## src/design/pcc_pkg.sv

```systemverilog
// Package for the photon cross correlator.
// Shared item type, event kinds, register indexes and a saturating add helper.
// No dependencies.
package pcc_pkg;

  typedef enum logic [1:0] {
    K_PHOTON = 2'd0,
    K_START  = 2'd1,
    K_END    = 2'd2,
    K_READ   = 2'd3
  } kind_e;

  localparam logic [1:0] REG_SAMPLE_TIME = 2'd0;
  localparam logic [1:0] REG_FIRST_LAG   = 2'd1;

  typedef struct packed {
    kind_e       kind;
    logic [31:0] time_gap;
    logic        in_a;
    logic        in_b;
    logic [5:0]  lag_index;
  } item_t;

  function automatic logic [15:0] sat_add16(input logic [15:0] v, input logic inc);
    logic [16:0] s;
    s = {1'b0, v} + {16'd0, inc};
    return s[16] ? 16'hFFFF : s[15:0];
  endfunction

endpackage

```

## src/design/pcc_front.sv

```systemverilog
// Front end of the photon cross correlator: accepts and classifies items
// and holds them in a short queue for the back end. Depends on pcc_pkg.
module pcc_front (
  input  logic           clk_i,
  input  logic           rst_ni,
  input  logic           push,
  output logic           full,
  input  logic [1:0]     kind_i,
  input  logic [31:0]    time_gap_i,
  input  logic           in_a_i,
  input  logic           in_b_i,
  input  logic [5:0]     lag_index_i,
  input  logic           init_busy_i,
  output logic           item_valid_o,
  output pcc_pkg::item_t item_o,
  input  logic           item_pop_i
);
  import pcc_pkg::*;

  item_t       fifo_q [4];
  logic [1:0]  wr_q, rd_q;
  logic [2:0]  cnt_q;
  logic        wr_en, rd_en;
  item_t       item_in;

  assign full         = (cnt_q == 3'd4) || init_busy_i;
  assign wr_en        = push && !full;
  assign rd_en        = item_pop_i && (cnt_q != 3'd0);
  assign item_valid_o = (cnt_q != 3'd0);
  assign item_o       = fifo_q[rd_q];

  always_comb begin
    item_in.kind      = kind_e'(kind_i);
    item_in.time_gap  = time_gap_i;
    item_in.in_a      = in_a_i;
    item_in.in_b      = in_b_i;
    item_in.lag_index = lag_index_i;
  end

  always_ff @(posedge clk_i) begin
    if (wr_en) begin
      fifo_q[wr_q] <= item_in;
    end
  end

  always_ff @(posedge clk_i or negedge rst_ni) begin
    if (!rst_ni) begin
      wr_q  <= '0;
      rd_q  <= '0;
      cnt_q <= '0;
    end else begin
      if (wr_en) wr_q <= wr_q + 2'd1;
      if (rd_en) rd_q <= rd_q + 2'd1;
      cnt_q <= cnt_q + {2'd0, wr_en} - {2'd0, rd_en};
    end
  end

endmodule

```

## config.mk

```make
export PLATFORM = sky130hd
export DESIGN_NAME = pcc_front
export DESIGN_NICKNAME = d
export VERILOG_FILES = /design/src/design/pcc_pkg.sv /design/src/design/pcc_front.sv
export SDC_FILE = /design/constraint.sdc
export NUM_CORES = 1
export LEC_CHECK = 0
export ABC_AREA = 0
export BUFFER_PORTS_ARGS = -buffer_cell sky130_fd_sc_hd__clkbuf_2
export CAP_MARGIN = 20
export CORE_MARGIN = 2
export CORE_UTILIZATION = 45
export DETAILED_ROUTE_END_ITERATION = 8
export PLACE_DENSITY = 0.64
export SYNTH_ARGS = -nofsm -noshare
export SYNTH_HDL_FRONTEND = slang
export SYNTH_SLANG_ARGS = --single-unit
```

## constraint.sdc

```tcl
create_clock -name clk_i -period 4.2 [get_ports clk_i]
set_clock_uncertainty 0.05 [all_clocks]
set_input_delay 0.21 -clock clk_i [delete_from_list [all_inputs] [get_ports clk_i]]
set_output_delay 0.21 -clock clk_i [all_outputs]
set_load 0.01 [all_outputs]
```

[After elaboration in Yosys (flattened, before gate mapping)]
Memories as Yosys holds them, arrays and structs flattened.
Index checks and enable logic that the tools add are counted.
Storage, ports and cells
  output and inout port bits: 44
  memory bits (writable): 168
  bits of input ports: 47
  memories kept: 1
  memory bits (read-only): 0
  bits in latches: 0
  bits in registers: 7
Cells by class
  shift-type cells: 0
  eq/ne operators: 1
  bitwise gates (word level): 0
  div/mod/pow operators: 0
  magnitude comparators: 0
  multipliers: 0
  mux-type cells: 2
  add/sub/neg operators: 4
  reduce and logical (&&, ||, !) cells: 5
Memory list
  fifo_q: depth 4, width 42, rd ports 1, clocked after Yosys merged registers in 0, write ports 1, RTL line pcc_front.sv:20  | item_t fifo_q [4];
Operators by type and width (count)
  adder 2 x 1 -> 2 bit, second input constant: 2
  adder 3 x 1 -> 3 bit: 1
  equality test 3 bit, second input constant: 1
  nonzero test 3 bit: 1
  subtractor 3 x 1 -> 3 bit: 1
  logical AND 1 bit: 2
  2-to-1 mux 1 bit: 2
  zero test 1 bit: 1
  logical OR 1 bit: 1

[Depth between registers and ports, before layout]
Gate-level depths: netlist of run 1.
  word-level depth: 6
  gate-level depth with buffers: 10

[Worst setup path before layout of run 1]
Ideal clock, no wire load.
  path type: register -> register
  start: register cnt_q[2]
  end: register cnt_q[2]
  buffers on the path: 0
  data arrival time: 2.083 ns
  data required time: 4.026 ns
  path slack: 1.943 ns
  clock period less this slack: 2.257 ns
  cell stages (with the launch flop): 10
  cell sequence: dfrtp_1 or3_4 and2_4 ha_1 inv_1 ha_1 inv_1 fa_1 xnor2_1 xnor2_1
Between the ends
  elaborated cells on any way between the ends: 8
  classes of those cells: add/sub (2); eq/ne (1); reduce/logical (5)
RTL lines
  start: declaration: RTL line pcc_front.sv:22  | logic [2:0] cnt_q;
  start signal: assignment: RTL line pcc_front.sv:54  | cnt_q <= cnt_q + {2'd0, wr_en} - {2'd0, rd_en};
  nonzero test 3 bit
  net item_valid_o: RTL line pcc_front.sv:14  | output logic item_valid_o,
  logical AND 1 bit: RTL line pcc_front.sv:28  | assign rd_en = item_pop_i && (cnt_q != 3'd0);
  net rd_en: RTL line pcc_front.sv:23  | logic wr_en, rd_en;
  subtractor 3 x 1 -> 3 bit: RTL line pcc_front.sv:54
The timed path passes the listed nets, and every way through them passes these cells.
A chain may end at the register's enable or synchronous reset.

==> impl_metrics.csv, run 1 <==
group,metric,value,unit
finish,fin_area,8074,sq um
floorplan,coreArea,14370,sq um
flow_run,maxCapViolCount,0,
synthesis,synth.distinct_cells,20,
placed_design,gp_congestion,0.6915,
critical_path,cp.arrival,2230,ps
finish,drive_above_1_share,39.95,%
synthesis,synth_warnings,0,
synthesis,synth_area_leaders,"edfxtp_1 77%, mux4_2 14%, dfrtp_1 2.7%, buf_12 1.2%, ha_1 1.1%",
floorplan,io_pins,91,
route,wl_per_cell,18.31,microns
synthesis,syn_avg_cell_area,25.32,sq um
placed_design,dpl_cell_area,7137,sq um
sta,worstMarginPinSlew,921.9,ps
synthesis,synth_seq_cells,175,
clocking,cts_buffer_depth,2,
critical_path,crit_type,"reg2out",
clocking,hold_buffers,43,
finish,fill_cells,1113,
floorplan,die_h,124.5,microns
synthesis,ys_seq_area_share,79.91,%
hold_path,hp-class,"in2reg",
clocking,h-tree-depth,4,
clocking,post_cts_buffers,0,
sta,fmax,0.4021,GHz
clocking,cts.clk_slew.worst_paths,60,ps
sta,rsz0062_at_grt,"false",
sta,hold_viol_final,0,
clocking,numCtsBuffers,17,
global_route,grt_usage,15.45,%
hold_path,min_from,"item_pop_i",
floorplan,start_util,45.46,%
critical_path,r2r-start,"cnt_q[1]",
floorplan,num_rows,44,
synthesis,yosys.area.top_type,"edfxtp_1",
clocking,tritoncts,"built",
finish,antenna_cells,0,
floorplan,dieArea,15500,sq um
critical_path,r2r_cells,4,
synthesis,synth_area,6533,sq um
global_route,antenna_found_initial,0,
critical_path,reg2reg_slack,1820,ps
hold_path,holdPathStages,3,
critical_path,endpoint_kind,"output pin",
synthesis,syn_inst,258,
sta,period_share,59.21,%
global_route,grt-ovfl-total,0,
synthesis,syn-num-nets,312,
pwr,max-vdd-ir-drop,0.3765,mV
sta,relSlewSlack,38.54,%
synthesis,synth_top_area_share,77.23,%
route,ant_nets,0,
clocking,cts_resized,0,
floorplan,die_w,124.5,microns
route,drtIter0Drc,295,
pwr,p_leak,0.002830,uW
critical_path,crit_fanout,44,
sta,finalSetupTns,0,ps
placed_design,dp_hpwl,6534,microns
outcome,status,"finished clean",
hold_path,min_to,"rd_q[1]",
global_route,grt_pass1_vias,3252,
clocking,clock_sinks,175,
critical_path,startpoint_type,"flip-flop",
global_route,grt_pass1_wl,17780,microns
finish,areaGrowthSynthToFinish,23.60,%
sta,fin_crit,2487,ps
finish,nNetsFinal,459,
clocking,root_buffer,"clkbuf_16",
critical_path,cp.required,3940,ps
pwr,power.density,606.9,nW/um^2
route,vias_per_cell,5.053,
route,drc,0,
global_route,grt_max_degree,45,
clocking,worstSkewPairLatency,420,ps
placed_design,numPortBuffers,90,
route,firstDrtPassIters,6,
sta,setup_viol,0,
sta,slew_viol_final,0,
route,vias,3042,
critical_path,r2r-end,"fifo_q[3][12]",
route,routed_wl,11020,microns
## metal layers
metal  global-route usage, %  vias up  share of wire, %  routed length, microns
li1                        -     1384                 -                       -
met2                   24.69       73                50                    5520
met1                   19.98     1569                44                    4805
met5                       0        -                 0                       0
met3                   4.682       16               4.6                     506
met4                   6.345        0               1.7                     191
## registers in the layout, indices dropped and copies added, names as in the netlist
name    flops
rd_q        2
fifo_q    168
wr_q        2
cnt_q       3
## kinds of logic after synthesis
logic type      count (synthesis)  synth area share, %
flops                         175                79.91
xor+xnor                        5               0.6703
compound gates                  2               0.2106
mux                            43                14.65
fa+ha+maj                       7                1.456
simple gates                    9               0.9192
buf+inv                        17                2.184
## Yosys cell counts
| library cell | count |
|---|---|
| fa_1 | 1 |
| nor2_1 | 1 |
| xor2_1 | 1 |
| a21oi_2 | 1 |
| or3_4 | 1 |
| buf_6 | 1 |
| mux4_2 | 42 |
| nand3_1 | 1 |
| buf_12 | 4 |
| xnor2_1 | 4 |
| ha_1 | 6 |
| and2_1 | 4 |
| a21oi_1 | 1 |
| buf_2 | 5 |
| mux2_1 | 1 |
| and2_4 | 1 |
| nand2b_1 | 1 |
| dfrtp_1 | 7 |
| edfxtp_1 | 168 |
| inv_1 | 7 |
## critical path, stage by stage, from the launching register on
cell,delay [ps]
dfrtp_4,1010
mux4_2,630
clkbuf_2,150
## final cells by class
cell class / instances / area (sq um) / area share [%]
repair buffers: 138 / 930.9 / 11.53
multi-input cells: 66 / 1175 / 14.55
clock inverters: 14 / 57.56 / 0.7128
clock buffers: 18 / 429.2 / 5.315
inverters: 7 / 26.28 / 0.3254
flip-flops and latches: 175 / 5225 / 64.71
well taps: 184 / 230.2 / 2.851
## layout by cell type (no fill, tap or decap)
| cell | n |
|---|---|
| dlygate4sd3_1 | 43 |
| nand2b_1 | 1 |
| nand3_1 | 1 |
| edfxtp_1 | 168 |
| mux4_2 | 42 |
| and2_4 | 1 |
| dfrtp_2 | 1 |
| buf_12 | 1 |
| inv_1 | 7 |
| a21oi_1 | 1 |
| dfrtp_4 | 1 |
| clkbuf_2 | 90 |
| fa_1 | 1 |
| clkbuf_16 | 17 |
| nor2_1 | 1 |
| xor2_1 | 1 |
| clkbuf_1 | 1 |
| mux2_1 | 1 |
| clkinv_1 | 10 |
| xnor2_1 | 4 |
| buf_4 | 4 |
| and2_2 | 4 |
| dfrtp_1 | 5 |
| ha_1 | 6 |
| a21oi_2 | 1 |
| clkinv_2 | 4 |
| or3_4 | 1 |
## per-stage QoR
stage / total power (uW) / util [%] / instances / setup slack, ps / hold slack [ps]
2_1_floorplan: 3242 / - / 258 / 1943 / -135.6
3_3_place_gp: 3616 / 49.67 / 526 / 1894 / 6.852
3_5_place_dp: 3625 / 49.67 / 526 / 1786 / 9.284
4_1_cts: 4966 / 56.05 / 601 / 1614 / 3.513
5_1_grt: 5171 / 56.19 / 602 / 1523 / 20.00
6_report: 4900 / 56.19 / 602 / 1713 / 21.35
## worst max path at each step
| stage | end | slack, ps | cells past startpoint | from |
|---|---|---|---|---|
| 2_1_floorplan | cnt_q[2] | 1940 | 9 | cnt_q[2] |
| 3_3_place_gp | fifo_q[1][22] | 1890 | 4 | cnt_q[1] |
| 3_5_place_dp | fifo_q[3][40] | 1790 | 4 | cnt_q[1] |
| 4_1_cts | item_o[41] | 1610 | 2 | rd_q[0] |
| 5_1_grt | item_o[41] | 1520 | 2 | rd_q[0] |
| 6_report | item_o[1] | 1710 | 2 | rd_q[0] |
## report_power, final
group / internal, uW / total, uW / switching (uW)
registers: 2140 / 2360 / 222
logic: 671 / 1230 / 556
clock network: 728 / 1310 / 581
No activity file was read; power rests on OpenSTA's default activity.
==> inputs of run 2 (changes only) <==
==> constraint.sdc (replaced) <==
create_clock -name clk_i -period 2.4 [get_ports clk_i]
set_clock_uncertainty 0.05 [all_clocks]
set_input_delay 0.12 -clock clk_i [delete_from_list [all_inputs] [get_ports clk_i]]
set_output_delay 0.12 -clock clk_i [all_outputs]
set_load 0.01 [all_outputs]
==> impl_metrics.csv, run 2 (same netlist as run 1, synthesis figures left out) <==
group,metric,value,unit
outcome,status,"finished clean",
pwr,power.density,1094,nW/um^2
floorplan,die_h,124.5,microns
sta,rsz0062_at_grt,"false",
route,wl_per_cell,18.59,microns
clocking,cts.clk_slew.worst_paths,70,ps
critical_path,crit_type,"reg2reg",
global_route,grt_max_degree,43,
finish,fill_cells,1081,
floorplan,die_w,124.5,microns
finish,top_regs,"fifo_q x168, cnt_q x3",
clocking,worstSkewPairLatency,420,ps
pwr,p_leak,0.002921,uW
route,vias_per_cell,5.042,
route,vias,3091,
finish,drive_above_1_share,44.29,%
clocking,numCtsBuffers,17,
sta,setup_viol,0,
sta,slew_viol_final,0,
sta,fin_crit,2309,ps
global_route,grt_usage,15.78,%
floorplan,start_util,45.46,%
placed_design,gp_congestion,0.7039,
finish,nNetsFinal,470,
sta,fmax,0.4331,GHz
finish,multiInputGateArea,1200,sq um
finish,largest_reg_flops,168,
hold_path,hp-class,"in2reg",
clocking,clock_sinks,175,
clocking,h-tree-depth,4,
finish,fin_area,8294,sq um
clocking,tritoncts,"built",
global_route,grt_pass1_wl,18200,microns
global_route,grt_pass1_vias,3423,
sta,finalSetupTns,0,ps
global_route,antenna_found_initial,0,
sta,hold_viol_final,0,
flow_run,maxCapViolCount,0,
route,firstDrtPassIters,4,
clocking,root_buffer,"clkbuf_16",
critical_path,startpoint_type,"flip-flop",
placed_design,dp_hpwl,6743,microns
placed_design,dpl_cell_area,7234,sq um
floorplan,coreArea,14370,sq um
pwr,max-vdd-ir-drop,0.6991,mV
critical_path,endpoint_kind,"flip-flop",
floorplan,num_rows,44,
route,routed_wl,11400,microns
finish,final_core_util,57.72,%
finish,final-seq-area,5225,sq um
finish,areaGrowthSynthToFinish,26.97,%
floorplan,io_pins,91,
finish,mostFrequentLayoutCells,"168 x edfxtp_1, 90 x clkbuf_2, 45 x dlygate4sd3_1",
critical_path,cp.required,2690,ps
finish,antenna_cells,0,
floorplan,dieArea,15500,sq um
route,ant_nets,0,
global_route,grt-ovfl-total,0,
route,drc,0,
sta,period_share,96.21,%
critical_path,crit_fanout,3,
finish,regMostFlops,"fifo_q",
critical_path,cp.arrival,2600,ps
route,drtIter0Drc,181,
clocking,cts_buffer_depth,2,
sta,relSlewSlack,74.90,%
sta,worstMarginPinSlew,376.4,ps
placed_design,numPortBuffers,90,
finish,layout_commonest_cell,"edfxtp_1",
-- run 2: final timing paths --
check                      startpoint        to  slack [ps]  cells after the start
setup / recovery             cnt_q[1]  cnt_q[2]          90                      9
hold / removal                   push   wr_q[0]         150                      5
setup reg to reg             cnt_q[1]  cnt_q[2]          90                      9
hold reg to reg               wr_q[1]   wr_q[1]         520                      1
max in group asynchronous      rst_ni   rd_q[0]        1410                      3
min in group asynchronous      rst_ni  cnt_q[2]         610                      3
-- run 2: what timing repair did --
| item | 4_1_cts | 5_1_grt |
|---|---|---|
| pin swaps | 0 | 5 |
| endpoints found under the setup margin | 1 | 1 |
| setup buffers | 1 | 1 |
| hold buffers | 45 | 0 |
| resized for setup | 0 | 5 |
| hold endpoints to repair | 177 | 0 |
-- run 2: cell type report --
cell class	count	share of cell area (%)
flip-flops and latches	175	63.00
multi-input cells	66	14.47
repair buffers	149	12.58
clock buffers	18	5.174
well taps	184	2.776
clock inverters	14	1.690
inverters	7	0.3168
-- run 2: through the flow --
stage               setup WS [ps]  std cells  hold slack (ps)  power, uW
CTS                         27.48        612            127.0       9179
global placement            135.5        534           -86.67       6413
detailed placement         -9.793        534           -79.33       6470
global route                36.81        613            161.0       9509
floorplan                   143.2        258           -225.6       5674
finish                      91.06        613            152.0       9075
-- run 2: report_power, final --
| part | switching [uW] | internal (uW) | total (uW) |
|---|---|---|---|
| clock | 1100 | 1530 | 2620 |
| combinational | 1280 | 1270 | 2550 |
| sequential | 152 | 3750 | 3900 |
-- run 2: critical path, stage by stage, from the launching register on --
cell and delay, ps:
dfrtp_1 390, or3_4 410, and2_4 160, ha_4 200
inv_1 60, ha_2 170, inv_2 40, fa_2 400
xnor2_2 150, xnor2_1 190
-- run 2: routing by layer --
metal  share of wire [%]  vias up  global-route usage, %
met5                   0        -                      0
met4                 1.7        0                  6.543
met3                 3.7       14                  4.296
met2                  52       69                  26.23
met1                  43     1606                  19.73
li1                    -     1402                      -
